===== src/rtl/core/reader_writer_lock_table_defines.svh =====
// Assertion helpers used by the lock table controller.
`ifndef READER_WRITER_LOCK_TABLE_DEFINES_SVH
`define READER_WRITER_LOCK_TABLE_DEFINES_SVH

// Clocked property check, disabled while reset is asserted.
`define RWLT_ASSERT(label, clk, rst_n, prop, msg) \
    label: assert property (@(posedge clk) disable iff (!rst_n) (prop)) else $error(msg);

// Implication check: when cond holds, expect must hold on the next clock.
`define RWLT_ASSERT_NEXT(label, clk, rst_n, cond, expect_next, msg) \
    `RWLT_ASSERT(label, clk, rst_n, (cond) |=> (expect_next), msg)

`endif


===== src/rtl/core/rwlt_pkg.sv =====
`default_nettype none

package rwlt_pkg;

    // Field widths of the request and result items.
    localparam int CMD_W       = 3;
    localparam int LOCK_ID_W   = 4;
    localparam int THREAD_ID_W = 4;
    localparam int STATUS_W    = 3;

    // Number of distinct lock and thread identifiers a request can carry.
    localparam int LOCK_IDS   = 1 << LOCK_ID_W;
    localparam int THREAD_IDS = 1 << THREAD_ID_W;

    typedef enum logic [CMD_W-1:0] {
        CMD_RD_LOCK = 3'd0,
        CMD_WR_LOCK = 3'd1,
        CMD_TRY_RD  = 3'd2,
        CMD_TRY_WR  = 3'd3,
        CMD_UNLOCK  = 3'd4,
        CMD_DESTROY = 3'd5
    } t_cmd;

    typedef enum logic [STATUS_W-1:0] {
        STS_OK        = 3'd0,
        STS_DEADLOCK  = 3'd1,
        STS_BUSY      = 3'd2,
        STS_WAIT      = 3'd3,
        STS_NOT_OWNER = 3'd4,
        STS_OVERFLOW  = 3'd5
    } t_status;

    typedef enum logic [0:0] {
        S_IDLE = 1'b0,
        S_EXEC = 1'b1
    } t_state;

    // Commands from the controller to the datapath.
    typedef struct packed {
        logic load;    // capture the request and read its count entry
        logic commit;  // evaluate, write back and register the status
    } t_dp_cmd;

endpackage

`default_nettype wire


===== src/rtl/core/rwlt_dp.sv =====
`default_nettype none

module rwlt_dp #(
    parameter int NUM_LOCKS   = 16,
    parameter int NUM_THREADS = 16,
    parameter int COUNT_BITS  = 16
) (
    input  wire logic                             i_clk,
    input  wire logic                             i_rst_n,
    input  wire rwlt_pkg::t_dp_cmd                i_cmd,
    input  wire logic [rwlt_pkg::CMD_W-1:0]       i_req_cmd,
    input  wire logic [rwlt_pkg::LOCK_ID_W-1:0]   i_lock_id,
    input  wire logic [rwlt_pkg::THREAD_ID_W-1:0] i_thread_id,
    output logic      [rwlt_pkg::STATUS_W-1:0]    o_status
);
    import rwlt_pkg::*;

    // Only locks and threads that a request can name get storage.
    localparam int LOCK_DEPTH = (NUM_LOCKS < LOCK_IDS) ? NUM_LOCKS : LOCK_IDS;
    localparam int THR_DEPTH  = (NUM_THREADS < THREAD_IDS) ? NUM_THREADS : THREAD_IDS;
    localparam int LK_AW      = (LOCK_DEPTH > 1) ? $clog2(LOCK_DEPTH) : 1;
    localparam int CNT_DEPTH  = LOCK_DEPTH * THR_DEPTH;
    localparam int CA_W       = (CNT_DEPTH > 1) ? $clog2(CNT_DEPTH) : 1;
    localparam int RDR_W      = $clog2(THR_DEPTH + 1);
    localparam logic [COUNT_BITS-1:0] CNT_MAX = '1;

    // Per-lock state.
    logic                   r_wheld [LOCK_DEPTH];
    logic [THREAD_ID_W-1:0] r_wthr  [LOCK_DEPTH];
    logic [RDR_W-1:0]       r_rdrs  [LOCK_DEPTH];

    // Read counts per lock and thread, with a valid bit per entry so that
    // reset needs no sweep of the memory.
    logic [COUNT_BITS-1:0]  r_cnt_mem [CNT_DEPTH];
    logic [CNT_DEPTH-1:0]   r_cnt_vld;

    // Captured request.
    logic [CMD_W-1:0]       r_cmd;
    logic [LOCK_ID_W-1:0]   r_lk;
    logic [THREAD_ID_W-1:0] r_th;
    logic                   r_ok;
    logic [CA_W-1:0]        r_addr;
    logic [COUNT_BITS-1:0]  r_rd_cnt;
    logic                   r_rd_vld;
    logic [STATUS_W-1:0]    r_status;

    logic                   in_ok;
    logic [31:0]            addr_full;
    logic [CA_W-1:0]        addr_a;

    logic [LK_AW-1:0]       li;
    logic                   wh;
    logic [THREAD_ID_W-1:0] wt;
    logic [RDR_W-1:0]       rdr;
    logic [COUNT_BITS-1:0]  cnt;
    logic [COUNT_BITS-1:0]  cnt_dec;
    logic                   own_w;
    logic                   writer;
    logic                   wait_ok;

    t_status                st;
    logic                   we_cnt;
    logic [COUNT_BITS-1:0]  n_cnt;
    logic                   we_lock;
    logic                   n_wh;
    logic [THREAD_ID_W-1:0] n_wt;
    logic                   we_rdr;
    logic [RDR_W-1:0]       n_rdr;

    // Count address of the incoming request.
    always_comb begin
        in_ok     = (32'(i_lock_id) < NUM_LOCKS) && (32'(i_thread_id) < NUM_THREADS);
        addr_full = 32'(i_lock_id) * THR_DEPTH + 32'(i_thread_id);
        addr_a    = in_ok ? addr_full[CA_W-1:0] : '0;
    end

    always_ff @(posedge i_clk) begin
        if (i_cmd.load) begin
            r_cmd    <= i_req_cmd;
            r_lk     <= i_lock_id;
            r_th     <= i_thread_id;
            r_ok     <= in_ok;
            r_addr   <= addr_a;
            r_rd_cnt <= r_cnt_mem[addr_a];
            r_rd_vld <= r_cnt_vld[addr_a];
        end
        if (i_cmd.commit && we_cnt) begin
            r_cnt_mem[r_addr] <= n_cnt;
        end
        if (i_cmd.commit) begin
            r_status <= st;
        end
    end

    // Lock entry and count seen by the captured request.
    always_comb begin
        li      = r_ok ? r_lk[LK_AW-1:0] : '0;
        wh      = r_wheld[li];
        wt      = r_wthr[li];
        rdr     = r_rdrs[li];
        cnt     = r_rd_vld ? r_rd_cnt : '0;
        cnt_dec = cnt - COUNT_BITS'(1);
        own_w   = wh && (wt == r_th);
        writer  = (r_cmd == CMD_WR_LOCK) || (r_cmd == CMD_TRY_WR);
        wait_ok = (r_cmd == CMD_RD_LOCK) || (r_cmd == CMD_WR_LOCK);
    end

    always_comb begin
        st      = STS_BUSY;
        we_cnt  = 1'b0;
        n_cnt   = cnt;
        we_lock = 1'b0;
        n_wh    = wh;
        n_wt    = wt;
        we_rdr  = 1'b0;
        n_rdr   = rdr;
        if (r_ok) begin
            case (r_cmd)
                CMD_RD_LOCK, CMD_WR_LOCK, CMD_TRY_RD, CMD_TRY_WR: begin
                    if (own_w || (writer && cnt != '0)) begin
                        st = STS_DEADLOCK;
                    end else if (wh || (writer && rdr != '0)) begin
                        st = wait_ok ? STS_WAIT : STS_BUSY;
                    end else if (writer) begin
                        st      = STS_OK;
                        we_lock = 1'b1;
                        n_wh    = 1'b1;
                        n_wt    = r_th;
                    end else if (cnt == '0) begin
                        st     = STS_OK;
                        we_cnt = 1'b1;
                        n_cnt  = COUNT_BITS'(1);
                        we_rdr = 1'b1;
                        n_rdr  = rdr + RDR_W'(1);
                    end else if (cnt == CNT_MAX) begin
                        st = STS_OVERFLOW;
                    end else begin
                        st     = STS_OK;
                        we_cnt = 1'b1;
                        n_cnt  = cnt + COUNT_BITS'(1);
                    end
                end
                CMD_UNLOCK: begin
                    if (own_w) begin
                        st      = STS_OK;
                        we_lock = 1'b1;
                        n_wh    = 1'b0;
                        n_wt    = '0;
                    end else if (cnt == '0) begin
                        st = STS_NOT_OWNER;
                    end else begin
                        st     = STS_OK;
                        we_cnt = 1'b1;
                        n_cnt  = cnt_dec;
                        // The last release of this thread drops it as a reader.
                        if (cnt_dec == '0 && rdr != '0) begin
                            we_rdr = 1'b1;
                            n_rdr  = rdr - RDR_W'(1);
                        end
                    end
                end
                CMD_DESTROY: begin
                    st = (wh || rdr != '0) ? STS_BUSY : STS_OK;
                end
                default: begin
                    st = STS_BUSY;
                end
            endcase
        end
    end

    always_ff @(posedge i_clk) begin
        if (!i_rst_n) begin
            r_wheld   <= '{default: 1'b0};
            r_wthr    <= '{default: '0};
            r_rdrs    <= '{default: '0};
            r_cnt_vld <= '0;
        end else if (i_cmd.commit) begin
            if (we_lock) begin
                r_wheld[li] <= n_wh;
                r_wthr[li]  <= n_wt;
            end
            if (we_rdr) begin
                r_rdrs[li] <= n_rdr;
            end
            if (we_cnt) begin
                r_cnt_vld[r_addr] <= 1'b1;
            end
        end
    end

    assign o_status = r_status;

endmodule

`default_nettype wire


===== config.mk =====
export PLATFORM = sky130hd
export DESIGN_NAME = rwlt_dp
export DESIGN_NICKNAME = d
export VERILOG_FILES = /design/src/rtl/core/reader_writer_lock_table_defines.svh /design/src/rtl/core/rwlt_pkg.sv /design/src/rtl/core/rwlt_dp.sv
export SDC_FILE = /design/constraint.sdc
export NUM_CORES = 2
export LEC_CHECK = 0
export BUFFER_PORTS_ARGS = -buffer_cell sky130_fd_sc_hd__buf_2
export CAP_MARGIN = 20
export CELL_PAD_IN_SITES_DETAIL_PLACEMENT = 1
export CELL_PAD_IN_SITES_GLOBAL_PLACEMENT = 1
export CORE_ASPECT_RATIO = 1.25
export CORE_MARGIN = 2
export CORE_UTILIZATION = 40
export CTS_CLUSTER_DIAMETER = 50
export DETAILED_ROUTE_END_ITERATION = 12
export PLACE_DENSITY = 0.65
export SLEW_MARGIN = 30
export SYNTH_ARGS = -nofsm -noshare
export SYNTH_HDL_FRONTEND = slang
export SYNTH_SLANG_ARGS = --single-unit

===== constraint.sdc =====
create_clock -name i_clk -period 15.93 [get_ports i_clk]
set_input_delay 0.7965 -clock i_clk [delete_from_list [all_inputs] [get_ports i_clk]]
set_output_delay 0.7965 -clock i_clk [all_outputs]
set_load 0.02 [all_outputs]

======== Word-level counts from Yosys, hierarchy flattened ========
Memory sizes are Yosys's and may differ from the RTL's. A register that Yosys moved wholly into a read port is not among the register bits.
Cells that the tools add are included.
operators by class
  eq/ne operators ......................... 7
  reductions and logical operators ........ 21
  order comparisons ....................... 5
  bitwise logic cells ..................... 2
  muxes and demuxes ....................... 82
  add/subtract/negate cells ............... 5
operator list
  kind                                                        number
  bitwise OR 256 bit                                          1
  two-way mux 16 bit                                          8
  bitwise mux 80 bit                                          1
  bitwise mux 64 bit                                          1
  two-way mux 5 bit                                           10
  logical NOT 16 bit                                          2
  one-hot mux 16 bit (2 select lines)                         1
  two-way mux 1 bit                                           30
  two-way mux 4 bit                                           7
  two-way mux 3 bit                                           7
  binary-select mux 5 bit (select 4 bit)                      1
  demux 5 bit (select 4 bit)                                  1
  less-than comparator 8 x 9 -> 1 bit, second input constant  2
  adder 16 x 1 -> 16 bit, second input constant               1
  binary-select mux 4 bit (select 4 bit)                      1
  bitwise mux 16 bit                                          1
  demux 4 bit (select 4 bit)                                  1
  equality test 16 bit, second input constant                 1
  nonzero test 16 bit                                         1
  subtractor 16 x 1 -> 16 bit, second input constant          1
  one-hot mux 5 bit (2 select lines)                          1
  one-hot mux 3 bit (3 select lines)                          1
  adder 8 x 4 -> 8 bit                                        1
  binary-select mux 1 bit (select 8 bit)                      1
  other kinds (22)                                            39
word-level totals
  input bits .............................. 15
  logic and storage cells ................. 178
  output and inout bits ................... 3
  memories ................................ 1
  RAM bits ................................ 4096
  bits in registers ....................... 439
memory list
  name       words  bits a word  read ports  clocked after memory_dff  write ports  line           text
  r_cnt_mem  256    16           1           1                         1            rwlt_dp.sv:34  logic [COUNT_BITS-1:0] r_cnt_mem [CNT_DEPTH];

======== Depth between registers and ports, before layout ========
  word-level depth ........................ 13
  gate-level depth with buffers ........... 18
  depth with buffers taken out ............ 12

======== Least setup slack after synthesis ========
OpenSTA, ideal clock, no wires.
  path kind ............................... reg2reg
  start ................................... register r_rd_vld
  end ..................................... memory r_cnt_mem[0][14] (data pin)
  library setup time ...................... 2187 ps
  clock period less this slack ............ 14586 ps
  cell stages (with the launch flop) ...... 15
  arrival ................................. 12399 ps
  path buffers ............................ 6
  data required time ...................... 13743 ps
  path slack .............................. 1344 ps
  path through ............................ edfxtp_1 -> clkbuf_1 -> clkbuf_1 -> clkbuf_1 -> nand2_1 -> ha_1 -> clkbuf_1 -> clkbuf_1 -> and2_1 -> nor2_1 -> o31a_1 -> clkbuf_1 -> nor2_1 -> a21oi_1 -> o21ai_0
on the way
  word-level cells in the longest chain between the ends .. 8
  elaborated cells on any way between the ends .. 16
  classes of those cells .................. 2 x add/sub; 1 x eq/ne; 9 x mux; 4 x reduce/logical
RTL lines
  item                                                            line                            text
  start: declaration                                              rwlt_dp.sv:44                   logic r_rd_vld;
  start signal: assignment                                        rwlt_dp.sv:85                   r_rd_vld <= r_cnt_vld[addr_a];
  two-way mux 16 bit *                                            rwlt_dp.sv:101                  cnt = r_rd_vld ? r_rd_cnt : '0;
  adder 16 x 1 -> 16 bit or equality test 16 bit (tied branches)  rwlt_dp.sv:140, rwlt_dp.sv:135
  two-way mux 16 bit                                              rwlt_dp.sv:135                  end else if (cnt == CNT_MAX) begin
  two-way mux 16 bit                                              rwlt_dp.sv:129                  end else if (cnt == '0) begin
  two-way mux 16 bit                                              rwlt_dp.sv:124                  end else if (writer) begin
  two-way mux 16 bit                                              rwlt_dp.sv:122                  end else if (wh || (writer && rdr != '0)) begin
  two-way mux 16 bit                                              rwlt_dp.sv:120                  if (own_w || (writer && cnt != '0)) begin
  one-hot mux 16 bit (2 select lines) *                           rwlt_dp.sv:118                  case (r_cmd)
  net n_cnt[14]                                                   rwlt_dp.sv:63                   logic [COUNT_BITS-1:0] n_cnt;
  end: declaration                                                rwlt_dp.sv:34
Mark *: on every way through the listed nets, which the timed path passes. The rest lies on a longest branch.

======== Final worst setup path ========
  start ................................... register r_lk[0]
  end ..................................... memory r_cnt_mem[8][4], enable pin
on the way
  word-level cells in the longest chain between the ends .. 13
  elaborated cells on any way between the ends .. 23
  classes of those cells .................. 1 x eq/ne; 15 x mux; 1 x bitwise; 6 x reduce/logical
RTL lines
  item                                                   line                                          text
  start: declaration                                     rwlt_dp.sv:39                                 logic [LOCK_ID_W-1:0] r_lk;
  start signal: assignment                               rwlt_dp.sv:80                                 r_lk <= i_lock_id;
  inverter 4 -> 5 bit (implied by the code) *            rwlt_dp.sv:98, rwlt_dp.sv:99, rwlt_dp.sv:100
  binary-select mux 5 bit (select 4 bit)                 rwlt_dp.sv:100                                rdr = r_rdrs[li];
  two-way mux 5 bit (implied by the code) (2 in series)  rwlt_dp.sv:100
  nonzero test 5 bit                                     rwlt_dp.sv:122
  logical AND 1 bit                                      rwlt_dp.sv:122
  logical OR 1 bit                                       rwlt_dp.sv:122
  two-way mux 1 bit                                      rwlt_dp.sv:122
  two-way mux 1 bit                                      rwlt_dp.sv:120
  one-hot mux 1 bit (2 select lines) *                   rwlt_dp.sv:118
  logical AND 1 bit *                                    rwlt_dp.sv:87                                 if (i_cmd.commit && we_cnt) begin
  two-way mux 1 bit *                                    rwlt_dp.sv:87
  two-way mux 1 bit (implied by the code) *              rwlt_dp.sv:88                                 r_cnt_mem[r_addr] <= n_cnt;
Every way passes the cells marked *; elsewhere a longest branch is shown, timed or not. The select of a mux whose other input is x is not followed.

==> impl_metrics.json <==
{
  "cp.required_ps": 16600,
  "seqPwrFrac_pct": 52.4,
  "cts_root_buffer": "clkbuf_16",
  "chipWidth_um": 598,
  "dp_hpwl_um": 288000,
  "clock_latency_ps": 990,
  "crit_type": "flop to flop",
  "antenna_found_initial": 40,
  "wirelength_um": 491000,
  "place.gp.congestion": 0.813,
  "synth_edf_count": 4127,
  "p_leak_uw": 0.0622,
  "arrival_ps": 7040,
  "start_util_pct": 40.2,
  "clock_power_share_pct": 41.5,
  "cts_setup_buffers": 0,
  "ir_worst_vdd_v": 0.000104,
  "intPower_uw": 19700,
  "synthTopCellsByCount": "4127 x edfxtp_1, 1478 x mux4_2, 416 x dfxtp_1, 390 x clkbuf_1, 379 x nand2_1",
  "rows": 272,
  "grt_max_degree": 237,
  "slew_headroom_pct": 32.4,
  "status": "completed",
  "multiInputGateArea_um2": 42500,
  "drv_cap": 0,
  "h-tree-depth": 5,
  "hold_class": "input pin to flop",
  "hold_violations": 0,
  "grt_usage_pct": 21.8,
  "core_um2": 439000,
  "period_share_pct": 40.0,
  "final_max_slew_viol_count": 0,
  "final-seq-area_um2": 132000,
  "fin_crit_ps": 6370,
  "synth.top_cell.area_share_pct": 70.2,
  "globalRouteOverflowTotal": 0,
  "clock_path_buffers": 4,
  "worst_slew_pin_slew_ps": 1010,
  "synth_nets": 8219,
  "skew_ps": 72.6,
  "syn_inst": 8199,
  "cts_buffers": 442,
  "p_sw_share_pct": 22.3,
  "startpoint_type": "flop",
  "setup_viol": 0,
  "die_area_um2": 447000,
  "yosys-top-cells-area": "edfxtp_1 70%, mux4_2 19%, dfxtp_1 4.7%",
  "ys_async_sr_fraction_pct": 0,
  "yosysMostFrequentCell": "edfxtp_1",
  "drt_iter0_markers": 9367,
  "rsz0062_at_grt": "false",
  "cp-end-kind": "flop",
  "dr.pass1.iters": 5,
  "ant_nets": 0,
  "port_buffers": 17,
  "ys_seq_area_share_pct": 74.9,
  "vias": 87700,
  "design_area_um2": 201000,
  "cts_tree": "built",
  "clkSinkCount": 4543,
  "dpl_worst_slack_ps": 9130,
  "clkSlewWorstSetupHoldPaths_ps": 60,
  "grt_pass1_vias": 92100,
  "yosysTopAreaCell": "edfxtp_1",
  "yosysWarnings": 0,
  "drt-vias-per-instance": 5.92,
  "p_sw_uw": 5640,
  "wl_per_cell_um": 33.1,
  "yosys.cell_types.count": 82,
  "avgSynthCellArea_um2": 21.5,
  "n_fill_cell": 39900,
  "die_height_um": 747,
  "combPwrFrac_pct": 6.1,
  "ys.flop_type": "edfxtp_1",
  "drive_gt1_share_pct": 30.1,
  "power.density_nw_per_um2": 126,
  "cp_max_fo": 45,
  "place_area_um2": 186000,
  "holdWs_ps": 335,
  "top_level_ports": 18,
  "nets": 8557,
  "fmax_mhz": 157,
  "grt_pass1_wl_um": 701000,
  "setup_ws_ps": 9560,
  "syn-cell-area_um2": 177000,
  "drc": 0,
  "setup_tns_ps": 0,
  "area_delta_synth_final_pct": 13.5,
  "synth-seq-cells": 4543
}
cells by family after synthesis:
family / Yosys count / synth area share [%]
multiplexers: 1505 / 19.0
AND/OR/NAND/NOR: 874 / 2.18
AO/OA/AOI/OAI: 680 / 2.53
buffers and inverters: 574 / 1.29
XOR/XNOR: 18 / 0.0893
adder cells (fa/ha/maj): 5 / 0.0354
flip-flops: 4543 / 74.9
final timing paths:
| path | slack, ps | cells past startpoint | from | endpoint |
|---|---|---|---|---|
| max | 9560 | 12 | r_lk[0]$_DFFE_PP_ | r_cnt_mem[8][4]$_DFFE_PP_ |
| min | 340 | 2 | i_rst_n | r_wthr[47]$_SDFFE_PN0P_ |
| max reg2reg | 9560 | 12 | r_lk[0]$_DFFE_PP_ | r_cnt_mem[8][4]$_DFFE_PP_ |
| min reg2reg | 450 | 2 | r_cnt_vld[189]$_SDFFE_PN0P_ | r_cnt_vld[189]$_SDFFE_PN0P_ |
critical path: stages, from the launching register on:
cell,delay [ps]
edfxtp_1,320
buf_4,580
mux4_2,610
a22o_1,270
a221o_2,420
nor2_2,260
a21o_2,320
nor2_2,100
a211oi_4,660
buf_4,580
nand2_1,700
nor2_1,790
buf_4,320
through the flow:
stage	cells	utilization [%]	power, µW
2_1_floorplan	8199	-	14500
3_3_place_gp	14000	42.2	15000
3_5_place_dp	14000	42.3	15100
4_1_cts	14800	45.5	25500
5_1_grt	14800	45.6	25900
6_report	14800	45.6	25300
sequential cells by signal, summed over array words and instances, names as in the netlist:
name and cells:
r_rd_vld 1, o_status 3, r_addr 1, r_th 3
r_wheld 16, r_cnt_mem 4096, r_lk 4, r_rd_cnt 16
r_cnt_vld 256, r_wthr 64, r_cmd 3, r_rdrs 80
metal layers:
metal / global-route usage, % / part of all wire, % / vias up
met2: 37.4 / 51 / 3465
met5: 0 / 0.022 / -
met3: 3.50 / 6.8 / 752
met4: 7.35 / 3.5 / 16
li1: - / - / 35100
met1: 28.3 / 39 / 48400
cells in the final DEF (no fill, tap or decap), types with 24 or more instances in the layout:
| master | synthesis | layout |
|---|---|---|
| bufinv_16 | 0 | 43 |
| o21bai_1 | 64 | 64 |
| clkinv_1 | 2 | 83 |
| nor2_1 | 324 | 287 |
| o211ai_1 | 35 | 35 |
| dfxtp_1 | 416 | 416 |
| edfxtp_1 | 4127 | 4127 |
| a21oi_1 | 78 | 75 |
| nor2_2 | 3 | 37 |
| clkinvlp_4 | 0 | 24 |
| o311a_1 | 64 | 64 |
| clkbuf_16 | 0 | 455 |
| mux4_2 | 1478 | 1478 |
| clkbuf_1 | 390 | 90 |
| buf_4 | 9 | 373 |
| buf_6 | 1 | 29 |
| mux2i_1 | 26 | 26 |
| o21ai_0 | 252 | 251 |
| clkinv_2 | 0 | 73 |
| a211oi_1 | 37 | 37 |
| o21ai_1 | 40 | 39 |
| diode_2 | 0 | 33 |
| nand2_1 | 379 | 374 |
| nand3_1 | 52 | 45 |
power groups by stage:
stage               Combinational (µW)  Sequential, µW  Clock (µW)
global placement                  1490           13500           0
floorplan                          875           13600           0
CTS                               1550           13200       10700
global route                      1620           13200       11100
detailed placement                1550           13500           0
finish                            1550           13200       10500
final cells by class:
type                    count  area share, %
flip-flops and latches   4543           66.0
multi-input cells        3082           21.2
clock buffers             554           5.89
well taps                5891           3.68
repair buffers            447           1.95
clock inverters           254           1.27
diodes                     33         0.0412
inverters                  21         0.0393
timing repair:
item | 4_1_cts | 5_1_grt
endpoints found under the hold margin | 3 | 0
gates resized for setup | 0 | 0
hold buffers | 3 | 0
Power figures use the tool's default switching activity.
